==> src/hw/rtl/cnfr_pkg.sv <==
// ----------------------------------------------------------------------------
// cnfr_pkg
// Types, codes and the CRC-8 update shared by the complemented-nibble frame
// receiver modules.
// ----------------------------------------------------------------------------
package cnfr_pkg;

  localparam logic [7:0] MarkStx    = 8'h02;
  localparam logic [7:0] MarkEtx    = 8'h03;
  localparam logic [3:0] NibbleMask = 4'hF;
  localparam logic [7:0] CrcPoly    = 8'h8C;

  localparam logic [7:0]  MaxLengthRst = 8'd255;
  localparam logic [15:0] TimeoutRst   = 16'd1000;
  localparam logic [15:0] TicksMax     = 16'hFFFF;

  localparam int CfgIdxW = 1;
  localparam int CfgDatW = 16;

  localparam logic [CfgIdxW-1:0] CfgMaxLength = 1'b0;
  localparam logic [CfgIdxW-1:0] CfgTimeoutMs = 1'b1;

  localparam int QDepth = 2;
  localparam int QAw    = $clog2(QDepth);
  localparam int QCntW  = QAw + 1;

  localparam logic KindPayload = 1'b0;
  localparam logic KindEnd     = 1'b1;

  localparam logic [2:0] StOk       = 3'd0;
  localparam logic [2:0] StBadChar  = 3'd1;
  localparam logic [2:0] StBadCrc   = 3'd2;
  localparam logic [2:0] StOverflow = 3'd3;
  localparam logic [2:0] StTimeout  = 3'd4;

  typedef enum logic [1:0] {
    OpByte  = 2'd0,
    OpTick  = 2'd1,
    OpStart = 2'd2,
    OpRsvd  = 2'd3
  } op_e;

  typedef enum logic [2:0] {
    ClStart = 3'd0,
    ClTick  = 3'd1,
    ClStx   = 3'd2,
    ClEtx   = 3'd3,
    ClData  = 3'd4,
    ClBad   = 3'd5
  } cls_e;

  typedef struct packed {
    logic [1:0] op;
    logic [7:0] rx_byte;
  } in_item_t;

  typedef struct packed {
    logic       kind;
    logic [7:0] data_byte;
    logic [7:0] index;
    logic [2:0] status;
    logic [7:0] length;
  } out_item_t;

  typedef struct packed {
    cls_e       cls;
    logic [3:0] nibble;
  } cls_item_t;

  typedef struct packed {
    logic               valid;
    logic [CfgIdxW-1:0] index;
    logic [CfgDatW-1:0] data;
  } cfg_wr_t;

  function automatic logic [7:0] crc_fold(logic [7:0] crc_in, logic [7:0] b_in);
    logic [7:0] crc;
    logic [7:0] b;
    logic       mix;
    crc = crc_in;
    b   = b_in;
    for (int k = 0; k < 8; k++) begin
      mix = crc[0] ^ b[0];
      crc = crc >> 1;
      if (mix) begin
        crc = crc ^ CrcPoly;
      end
      b = b >> 1;
    end
    return crc;
  endfunction

endpackage

==> src/hw/rtl/cnfr_front.sv <==
// ----------------------------------------------------------------------------
// cnfr_front
// Input side: takes line bytes, ticks and starts, classifies them and pushes
// them into the command queue.
// ----------------------------------------------------------------------------
module cnfr_front (
  input  logic                 in_valid_i,
  output logic                 in_stall_o,
  input  cnfr_pkg::in_item_t   in_data_i,
  input  logic                 q_full_i,
  output logic                 q_push_o,
  output cnfr_pkg::cls_item_t  q_item_o
);

  logic drop;

  always_comb begin
    drop             = 1'b0;
    q_item_o.nibble  = in_data_i.rx_byte[7:4];
    q_item_o.cls     = cnfr_pkg::ClData;
    case (cnfr_pkg::op_e'(in_data_i.op))
      cnfr_pkg::OpStart: q_item_o.cls = cnfr_pkg::ClStart;
      cnfr_pkg::OpTick:  q_item_o.cls = cnfr_pkg::ClTick;
      cnfr_pkg::OpByte: begin
        if (in_data_i.rx_byte == cnfr_pkg::MarkStx) begin
          q_item_o.cls = cnfr_pkg::ClStx;
        end else if (in_data_i.rx_byte == cnfr_pkg::MarkEtx) begin
          q_item_o.cls = cnfr_pkg::ClEtx;
        end else if (in_data_i.rx_byte[7:4] ==
                     (in_data_i.rx_byte[3:0] ^ cnfr_pkg::NibbleMask)) begin
          q_item_o.cls = cnfr_pkg::ClData;
        end else begin
          q_item_o.cls = cnfr_pkg::ClBad;
        end
      end
      default: drop = 1'b1;
    endcase
  end

  assign in_stall_o = q_full_i;
  assign q_push_o   = in_valid_i && !q_full_i && !drop;

endmodule

==> src/hw/rtl/cnfr_queue.sv <==
// ----------------------------------------------------------------------------
// cnfr_queue
// Short FIFO of classified items between the front and back sides.
// ----------------------------------------------------------------------------
module cnfr_queue (
  input  logic                 clk_i,
  input  logic                 rst_ni,
  input  logic                 push_i,
  input  cnfr_pkg::cls_item_t  item_i,
  output logic                 full_o,
  input  logic                 pop_i,
  output logic                 valid_o,
  output cnfr_pkg::cls_item_t  item_o
);

  cnfr_pkg::cls_item_t               mem_q [cnfr_pkg::QDepth];
  logic [cnfr_pkg::QAw-1:0]          wr_ptr_q, wr_ptr_d;
  logic [cnfr_pkg::QAw-1:0]          rd_ptr_q, rd_ptr_d;
  logic [cnfr_pkg::QCntW-1:0]        cnt_q, cnt_d;
  logic                              do_pop;

  assign full_o  = (cnt_q == cnfr_pkg::QCntW'(cnfr_pkg::QDepth));
  assign valid_o = (cnt_q != '0);
  assign item_o  = mem_q[rd_ptr_q];
  assign do_pop  = pop_i && valid_o;

  always_comb begin
    wr_ptr_d = wr_ptr_q;
    rd_ptr_d = rd_ptr_q;
    cnt_d    = cnt_q;
    if (push_i) begin
      wr_ptr_d = wr_ptr_q + 1'b1;
    end
    if (do_pop) begin
      rd_ptr_d = rd_ptr_q + 1'b1;
    end
    if (push_i && !do_pop) begin
      cnt_d = cnt_q + 1'b1;
    end else if (!push_i && do_pop) begin
      cnt_d = cnt_q - 1'b1;
    end
  end

  always_ff @(posedge clk_i or negedge rst_ni) begin
    if (!rst_ni) begin
      wr_ptr_q <= '0;
      rd_ptr_q <= '0;
      cnt_q    <= '0;
    end else begin
      wr_ptr_q <= wr_ptr_d;
      rd_ptr_q <= rd_ptr_d;
      cnt_q    <= cnt_d;
    end
  end

  always_ff @(posedge clk_i) begin
    if (push_i) begin
      mem_q[wr_ptr_q] <= item_i;
    end
  end

endmodule

==> src/hw/rtl/cnfr_back.sv <==
// ----------------------------------------------------------------------------
// cnfr_back
// Frame state, nibble pairing, CRC, length and timeout checks; holds the
// configuration registers and the output register.
// ----------------------------------------------------------------------------
module cnfr_back (
  input  logic                 clk_i,
  input  logic                 rst_ni,
  input  cnfr_pkg::cfg_wr_t    cfg_i,
  input  logic                 item_valid_i,
  input  cnfr_pkg::cls_item_t  item_i,
  output logic                 item_pop_o,
  output logic                 out_valid_o,
  input  logic                 out_stall_i,
  output cnfr_pkg::out_item_t  out_data_o
);

  logic [7:0]  max_length_q;
  logic [15:0] timeout_ms_q;

  logic        armed_q, armed_d;
  logic        started_q, started_d;
  logic        end_seen_q, end_seen_d;
  logic [7:0]  pos_q, pos_d;
  logic        expect_hi_q, expect_hi_d;
  logic [3:0]  hi_nib_q, hi_nib_d;
  logic [7:0]  crc_q, crc_d;
  logic [15:0] ticks_q, ticks_d;

  logic                 out_valid_q, out_valid_d;
  cnfr_pkg::out_item_t  out_q, res;
  logic                 res_valid;
  logic                 take;
  logic [7:0]           full;
  logic [15:0]          ticks_inc;

  assign take       = item_valid_i && (!out_valid_q || !out_stall_i);
  assign item_pop_o = take;
  assign full       = {hi_nib_q, item_i.nibble};
  assign ticks_inc  = (ticks_q != cnfr_pkg::TicksMax) ? ticks_q + 16'd1 : ticks_q;

  always_comb begin
    armed_d     = armed_q;
    started_d   = started_q;
    end_seen_d  = end_seen_q;
    pos_d       = pos_q;
    expect_hi_d = expect_hi_q;
    hi_nib_d    = hi_nib_q;
    crc_d       = crc_q;
    ticks_d     = ticks_q;
    res_valid   = 1'b0;
    res         = '{kind: cnfr_pkg::KindEnd, data_byte: 8'd0, index: 8'd0,
                    status: cnfr_pkg::StOk, length: 8'd0};

    if (take) begin
      if (item_i.cls == cnfr_pkg::ClStart) begin
        armed_d     = 1'b1;
        started_d   = 1'b0;
        end_seen_d  = 1'b0;
        pos_d       = 8'd0;
        expect_hi_d = 1'b1;
        hi_nib_d    = 4'd0;
        crc_d       = 8'd0;
        ticks_d     = 16'd0;
      end else if (armed_q) begin
        case (item_i.cls)
          cnfr_pkg::ClTick: begin
            ticks_d = ticks_inc;
            if (ticks_inc >= timeout_ms_q) begin
              res_valid  = 1'b1;
              res.status = cnfr_pkg::StTimeout;
            end
          end
          cnfr_pkg::ClStx: begin
            started_d   = 1'b1;
            end_seen_d  = 1'b0;
            pos_d       = 8'd0;
            expect_hi_d = 1'b1;
            hi_nib_d    = 4'd0;
            crc_d       = 8'd0;
            ticks_d     = 16'd0;
          end
          cnfr_pkg::ClEtx: end_seen_d = 1'b1;
          cnfr_pkg::ClBad: begin
            if (started_q) begin
              res_valid  = 1'b1;
              res.status = cnfr_pkg::StBadChar;
            end
          end
          cnfr_pkg::ClData: begin
            if (started_q) begin
              if (expect_hi_q) begin
                hi_nib_d    = item_i.nibble;
                expect_hi_d = 1'b0;
              end else begin
                expect_hi_d = 1'b1;
                res_valid   = 1'b1;
                if (end_seen_q) begin
                  if (crc_q != full) begin
                    res.status = cnfr_pkg::StBadCrc;
                  end else begin
                    res.length = pos_q;
                  end
                end else if (pos_q >= max_length_q) begin
                  res.status = cnfr_pkg::StOverflow;
                end else begin
                  res.kind      = cnfr_pkg::KindPayload;
                  res.data_byte = full;
                  res.index     = pos_q;
                  crc_d         = cnfr_pkg::crc_fold(crc_q, full);
                  pos_d         = pos_q + 8'd1;
                end
              end
            end
          end
          default: ;
        endcase
        if (res_valid && res.kind == cnfr_pkg::KindEnd) begin
          armed_d   = 1'b0;
          started_d = 1'b0;
        end
      end
    end

    out_valid_d = out_valid_q && out_stall_i;
    if (res_valid) begin
      out_valid_d = 1'b1;
    end
  end

  always_ff @(posedge clk_i or negedge rst_ni) begin
    if (!rst_ni) begin
      max_length_q <= cnfr_pkg::MaxLengthRst;
      timeout_ms_q <= cnfr_pkg::TimeoutRst;
    end else if (cfg_i.valid) begin
      if (cfg_i.index == cnfr_pkg::CfgMaxLength) begin
        max_length_q <= cfg_i.data[7:0];
      end
      if (cfg_i.index == cnfr_pkg::CfgTimeoutMs) begin
        timeout_ms_q <= cfg_i.data;
      end
    end
  end

  always_ff @(posedge clk_i or negedge rst_ni) begin
    if (!rst_ni) begin
      armed_q     <= 1'b0;
      started_q   <= 1'b0;
      end_seen_q  <= 1'b0;
      pos_q       <= 8'd0;
      expect_hi_q <= 1'b1;
      hi_nib_q    <= 4'd0;
      crc_q       <= 8'd0;
      ticks_q     <= 16'd0;
      out_valid_q <= 1'b0;
    end else begin
      armed_q     <= armed_d;
      started_q   <= started_d;
      end_seen_q  <= end_seen_d;
      pos_q       <= pos_d;
      expect_hi_q <= expect_hi_d;
      hi_nib_q    <= hi_nib_d;
      crc_q       <= crc_d;
      ticks_q     <= ticks_d;
      out_valid_q <= out_valid_d;
    end
  end

  always_ff @(posedge clk_i) begin
    if (res_valid) begin
      out_q <= res;
    end
  end

  assign out_valid_o = out_valid_q;
  assign out_data_o  = out_q;

endmodule

==> src/hw/rtl/complemented_nibble_frame_receiver_unit.sv <==
// Path: an input transfer is written into the queue; the back side then takes it
//   and registers its result, if any, in the output register when that is free.
// Throughput: 1 item per cycle while the queue is not full; the back side retires one queued item per cycle
//   while the output register is free or being drained.
// A 2-entry queue decouples input stall from output stall.
// Reset: asynchronous, active low; clears frame state, queue and output valid,
//   max_length to 255 and timeout_ms to 1000.
// ----------------------------------------------------------------------------
// complemented_nibble_frame_receiver_unit
// STX/ETX framed receiver with complemented-nibble coding and CRC-8 check.
// ----------------------------------------------------------------------------
module complemented_nibble_frame_receiver_unit (
  input  logic                                 clk_i,
  input  logic                                 rst_ni,
  input  logic                                 in_valid_i,
  output logic                                 in_stall_o,
  input  cnfr_pkg::in_item_t                   in_data_i,
  output logic                                 out_valid_o,
  input  logic                                 out_stall_i,
  output cnfr_pkg::out_item_t                  out_data_o,
  input  logic                                 cfg_valid_i,
  output logic                                 cfg_ready_o,
  input  logic [cnfr_pkg::CfgIdxW-1:0]         cfg_index_i,
  input  logic [cnfr_pkg::CfgDatW-1:0]         cfg_data_i
);

  logic                 q_full, q_push, q_pop, q_valid;
  cnfr_pkg::cls_item_t  q_in, q_out;
  cnfr_pkg::cfg_wr_t    cfg_wr;

  assign cfg_ready_o  = 1'b1;
  assign cfg_wr.valid = cfg_valid_i && cfg_ready_o;
  assign cfg_wr.index = cfg_index_i;
  assign cfg_wr.data  = cfg_data_i;

  cnfr_front u_front (
    .in_valid_i (in_valid_i),
    .in_stall_o (in_stall_o),
    .in_data_i  (in_data_i),
    .q_full_i   (q_full),
    .q_push_o   (q_push),
    .q_item_o   (q_in)
  );

  cnfr_queue u_queue (
    .clk_i   (clk_i),
    .rst_ni  (rst_ni),
    .push_i  (q_push),
    .item_i  (q_in),
    .full_o  (q_full),
    .pop_i   (q_pop),
    .valid_o (q_valid),
    .item_o  (q_out)
  );

  cnfr_back u_back (
    .clk_i        (clk_i),
    .rst_ni       (rst_ni),
    .cfg_i        (cfg_wr),
    .item_valid_i (q_valid),
    .item_i       (q_out),
    .item_pop_o   (q_pop),
    .out_valid_o  (out_valid_o),
    .out_stall_i  (out_stall_i),
    .out_data_o   (out_data_o)
  );

endmodule

==> config.mk <==
export PLATFORM = sky130hd
export DESIGN_NAME = complemented_nibble_frame_receiver_unit
export DESIGN_NICKNAME = d
export VERILOG_FILES = /design/src/hw/rtl/cnfr_pkg.sv /design/src/hw/rtl/cnfr_front.sv /design/src/hw/rtl/cnfr_queue.sv /design/src/hw/rtl/cnfr_back.sv /design/src/hw/rtl/complemented_nibble_frame_receiver_unit.sv
export SDC_FILE = /design/constraint.sdc
export NUM_CORES = 1
export LEC_CHECK = 0
export BUFFER_PORTS_ARGS = -buffer_cell sky130_fd_sc_hd__buf_2
export CORE_MARGIN = 10
export CORE_UTILIZATION = 40
export CTS_BUF_LIST = sky130_fd_sc_hd__clkbuf_8
export CTS_CLUSTER_DIAMETER = 150
export CTS_CLUSTER_SIZE = 20
export DETAILED_ROUTE_END_ITERATION = 10
export PLACE_DENSITY = 0.58
export SYNTH_ARGS = -nofsm -noshare
export SYNTH_HDL_FRONTEND = slang
export SYNTH_SLANG_ARGS = --single-unit
==> constraint.sdc <==
create_clock -name clk_i -period 4.4 [get_ports clk_i]
set_input_delay 0.44 -clock clk_i [delete_from_list [all_inputs] [get_ports clk_i]]
set_output_delay 0.44 -clock clk_i [all_outputs]
set_load 0.05 [all_outputs]
==> parameters.txt <==
Parameter                              Value

Run status
  Outcome    complete, no violations

Min path
  Worst min-delay path category    in2async

Floorplanning
  Starting utilization of the core area    40.5%
  Overall die height    141 um
  Chip Width    141 um
  Die outline area    between 15000 and 20000 um2
  # rows    44
  Core Area    14500 um2
  Num ports    63

Power
  Largest vdd supply drop    just under 200 uV
  Leakage power    0.00292 uW
  Share of total power in combinational logic    37.3%
  Internal cell power    2020 uW
  Net Switching    1170 uW
  Part of the power in the clock network    19.1%
  Sequential fraction of design power    43.6%
  Total Power    3190 uW
  Switching part of the total    36.7%
  Power density relative to cell area    488 nW/um2

Place
  Number of port buffers    61
  Final weighted congestion of routability-driven global placement    0.817
  Post-DP HPWL    9290 um
  Instance area at placement    6360 um2

Setup path
  Largest incremental delay on the critical path    470 ps
  Worst setup SP type    flop
  Critical path capture point type    flop
  Maximum fanout along the worst path    21
  Buffers & Inverters on Critical Path    2
  Cell family with the largest share of critical-path delay    compound AO/OA/AOI/OAI gates
  Crit-path cells    and4_1, and3_1, a31oi_1, and3_1, xor2_1, ha_1, a211oi_1, o21ai_0, a221o_1, a31oi_1, inv_1, buf_4
  Library cell contributing the largest single delay on the critical path    sky130_fd_sc_hd__dfrtp_1
  Worst Setup Path Type    reg2reg
  Data arrival time of the critical path    ~4100 ps
  Critical path data required time    4520 ps

GRT
  Overall routing resource usage    12.8%
  Total gr overflow    0
  Via count of the first global-routing pass    4159
  Antenna violations before repair    0
  First-pass GRT wire length    20900 um
  Pin count of the biggest net entering global routing    36

Synthesis
  Number of synthesized register bits    111
  Cell count after synthesis    roughly 530
  Count of warnings emitted by yosys    0
  Simple-gate share of the synthesized area    14.7%
  Number of synthesized flops with an enable pin    42
  Synthesized net count    587
  Area of the mapped netlist    5870 um2
  Sequential share of the synthesized area    51.2%
  Async SR Flop Fraction    62.2%
  Fraction of synthesized area in multiplexers    5.86%
  Distinct cells, synth    61
  Top_reg_cell synth    sky130_fd_sc_hd__dfrtp_1
  Post-synthesis xor/xnor area fraction    6.80%
  Area fraction in compound gates after synthesis    11.9%
  Adder-cell share of the synthesized area    5.75%
  Largest family of logic cells by synthesized area    simple AND/OR/NAND/NOR gates
  Avg Cell Area, Syn    11.1 um2

STA
  Share of the clock period used by the worst path after layout    90.6%
  Final-layout setup total negative slack    0 ps
  Minimum clock period after layout    3990 ps
  Worst clock skew    13.1 ps
  Worst Hold Margin    158 ps
  Final setup violation count    0
  Hold Fails Final Rpt    0
  Highest achievable clock rate    0.251 GHz
  RSZ-0062 raised after global routing    no
  Slew at the pin with the worst max-slew slack    about 970 ps
  Slew Viols, Final    0
  Worst-case headroom to the max-slew limit    35.0%

Layout
  Area growth from synthesis to final layout    11.6%
  NumNets Final    647
  Antenna fix cells    0
  Non-Filler Cell Area, Final    ~6500 um2
  Most common cell after layout, fill and taps aside    sky130_fd_sc_hd__buf_2
  Most frequent cells in the layout    61 x sky130_fd_sc_hd__buf_2, 54 x sky130_fd_sc_hd__dfrtp_1, 43 x sky130_fd_sc_hd__nand2_1
  Layout cell share with drive strength beyond 1    20.6%

Routing
  Mean routed wirelength per cell    16.1 um
  Mean number of vias per cell    5.25
  Count of unresolved DRC violations after routing    0
  Antenna violation net count after detailed routing    0
  Number of detailed-route iterations in the first pass    5
  DRT iter0 DRCs    214
  Routed via count    4078
  DRT Wirelength    between 10000 and 15000 um

Clocking
  Post-CTS Hold Fix Bufs    0
  Root Buffer    sky130_fd_sc_hd__clkbuf_8
  Clk sinks    111
  Clock tree from TritonCTS    built
  Post-CTS setup buffer count    0
  Number of buffers created by CTS    9
  H-tree depth    3
  Number of gates resized after cts    0
  CTS Buffer Depth    2
  Clock insertion delay at the later pin of the skew report    390 ps
  Clock-pin slew on the worst setup and hold paths    roughly 100 ps

Flow run
  Max-cap check violation count    0
cell type report:
type,count,area (um2)
inverters,35,131
clock inverters,6,55.1
multi-input cells,365,2650
flip-flops and latches,111,3010
repair buffers,66,343
fillers,1367,7930
clock buffers,10,138
well taps,184,230
per-layer routing:
| layer | up-vias | track usage [%] | part of all wire (%) |
|---|---|---|---|
| li1 | 2019 | - | - |
| met1 | 1967 | 17.3 | 48 |
| met2 | 79 | 19.7 | 46 |
| met3 | 13 | 3.02 | 4.4 |
| met4 | 0 | 4.29 | 1.3 |
| met5 | - | 0 | 0 |
registers in the layout, summed over array words and instances (netlist names), 2 cells and up:
signal,flops
u_back.crc_q,8
u_back.hi_nib_q,4
u_back.max_length_q,8
u_back.out_data_o,28
u_back.pos_q,8
u_back.ticks_q,16
u_back.timeout_ms_q,16
u_queue.cnt_q,2
u_queue.mem_q,14
synth_stat cells, types with 8 or more instances:
master / instances / area [um2]
sky130_fd_sc_hd__a21oi_1: 12 / 60.1
sky130_fd_sc_hd__a22o_1: 20 / 175
sky130_fd_sc_hd__a31oi_1: 8 / 50.1
sky130_fd_sc_hd__and2_1: 15 / 93.8
sky130_fd_sc_hd__and3_1: 16 / 100
sky130_fd_sc_hd__clkbuf_1: 12 / 45.0
sky130_fd_sc_hd__dfrtp_1: 54 / 1350
sky130_fd_sc_hd__dfstp_2: 15 / 394
sky130_fd_sc_hd__edfxtp_1: 42 / 1260
sky130_fd_sc_hd__ha_1: 27 / 338
sky130_fd_sc_hd__inv_1: 34 / 128
sky130_fd_sc_hd__mux2_2: 22 / 248
sky130_fd_sc_hd__nand2_1: 43 / 161
sky130_fd_sc_hd__nand3_1: 17 / 85.1
sky130_fd_sc_hd__nor2_1: 33 / 124
sky130_fd_sc_hd__o21ai_0: 28 / 140
sky130_fd_sc_hd__xnor2_1: 23 / 201
sky130_fd_sc_hd__xor2_1: 12 / 105
cells by family after synthesis:
group / after synthesis
AO/OA/AOI/OAI: 102
XOR/XNOR: 39
adder cells (fa/ha/maj): 27
buffers and inverters: 52
flip-flops: 111
multiplexers: 30
other: 1
AND/OR/NAND/NOR: 166
power by group through the flow:
stage	Sequential, uW	Clock, uW	Combinational (uW)
floorplan	1440	0	914
global placement	1410	0	1180
detailed placement	1410	0	1190
CTS	1390	632	1200
global route	1420	671	1320
finish	1390	610	1190
worst paths after layout:
path	end	slack, ps	from	depth (start not counted)
worst max-delay path	u_back.out_data_o[21]	410	u_back.ticks_q[7]	12
worst min-delay path	u_queue.wr_ptr_q	160	rst_ni	1
worst max register to register	u_back.out_data_o[21]	410	u_back.ticks_q[7]	12
worst min register to register	u_queue.wr_ptr_q	490	u_queue.wr_ptr_q	1
max in group asynchronous	u_back.max_length_q[1]	3230	rst_ni	2
min in group clk_i	u_back.max_length_q[3]	270	cfg_data_i[3]	3
through the flow:
step           util (%)  cells  worst slack (ps)
6_report           45.2    777               414
4_1_cts            45.2    777               411
5_1_grt            45.2    777               136
2_1_floorplan         -    528               775
3_5_place_dp       43.9    761               436
3_3_place_gp       43.9    761               600
(Power assumes the default switching activity.)
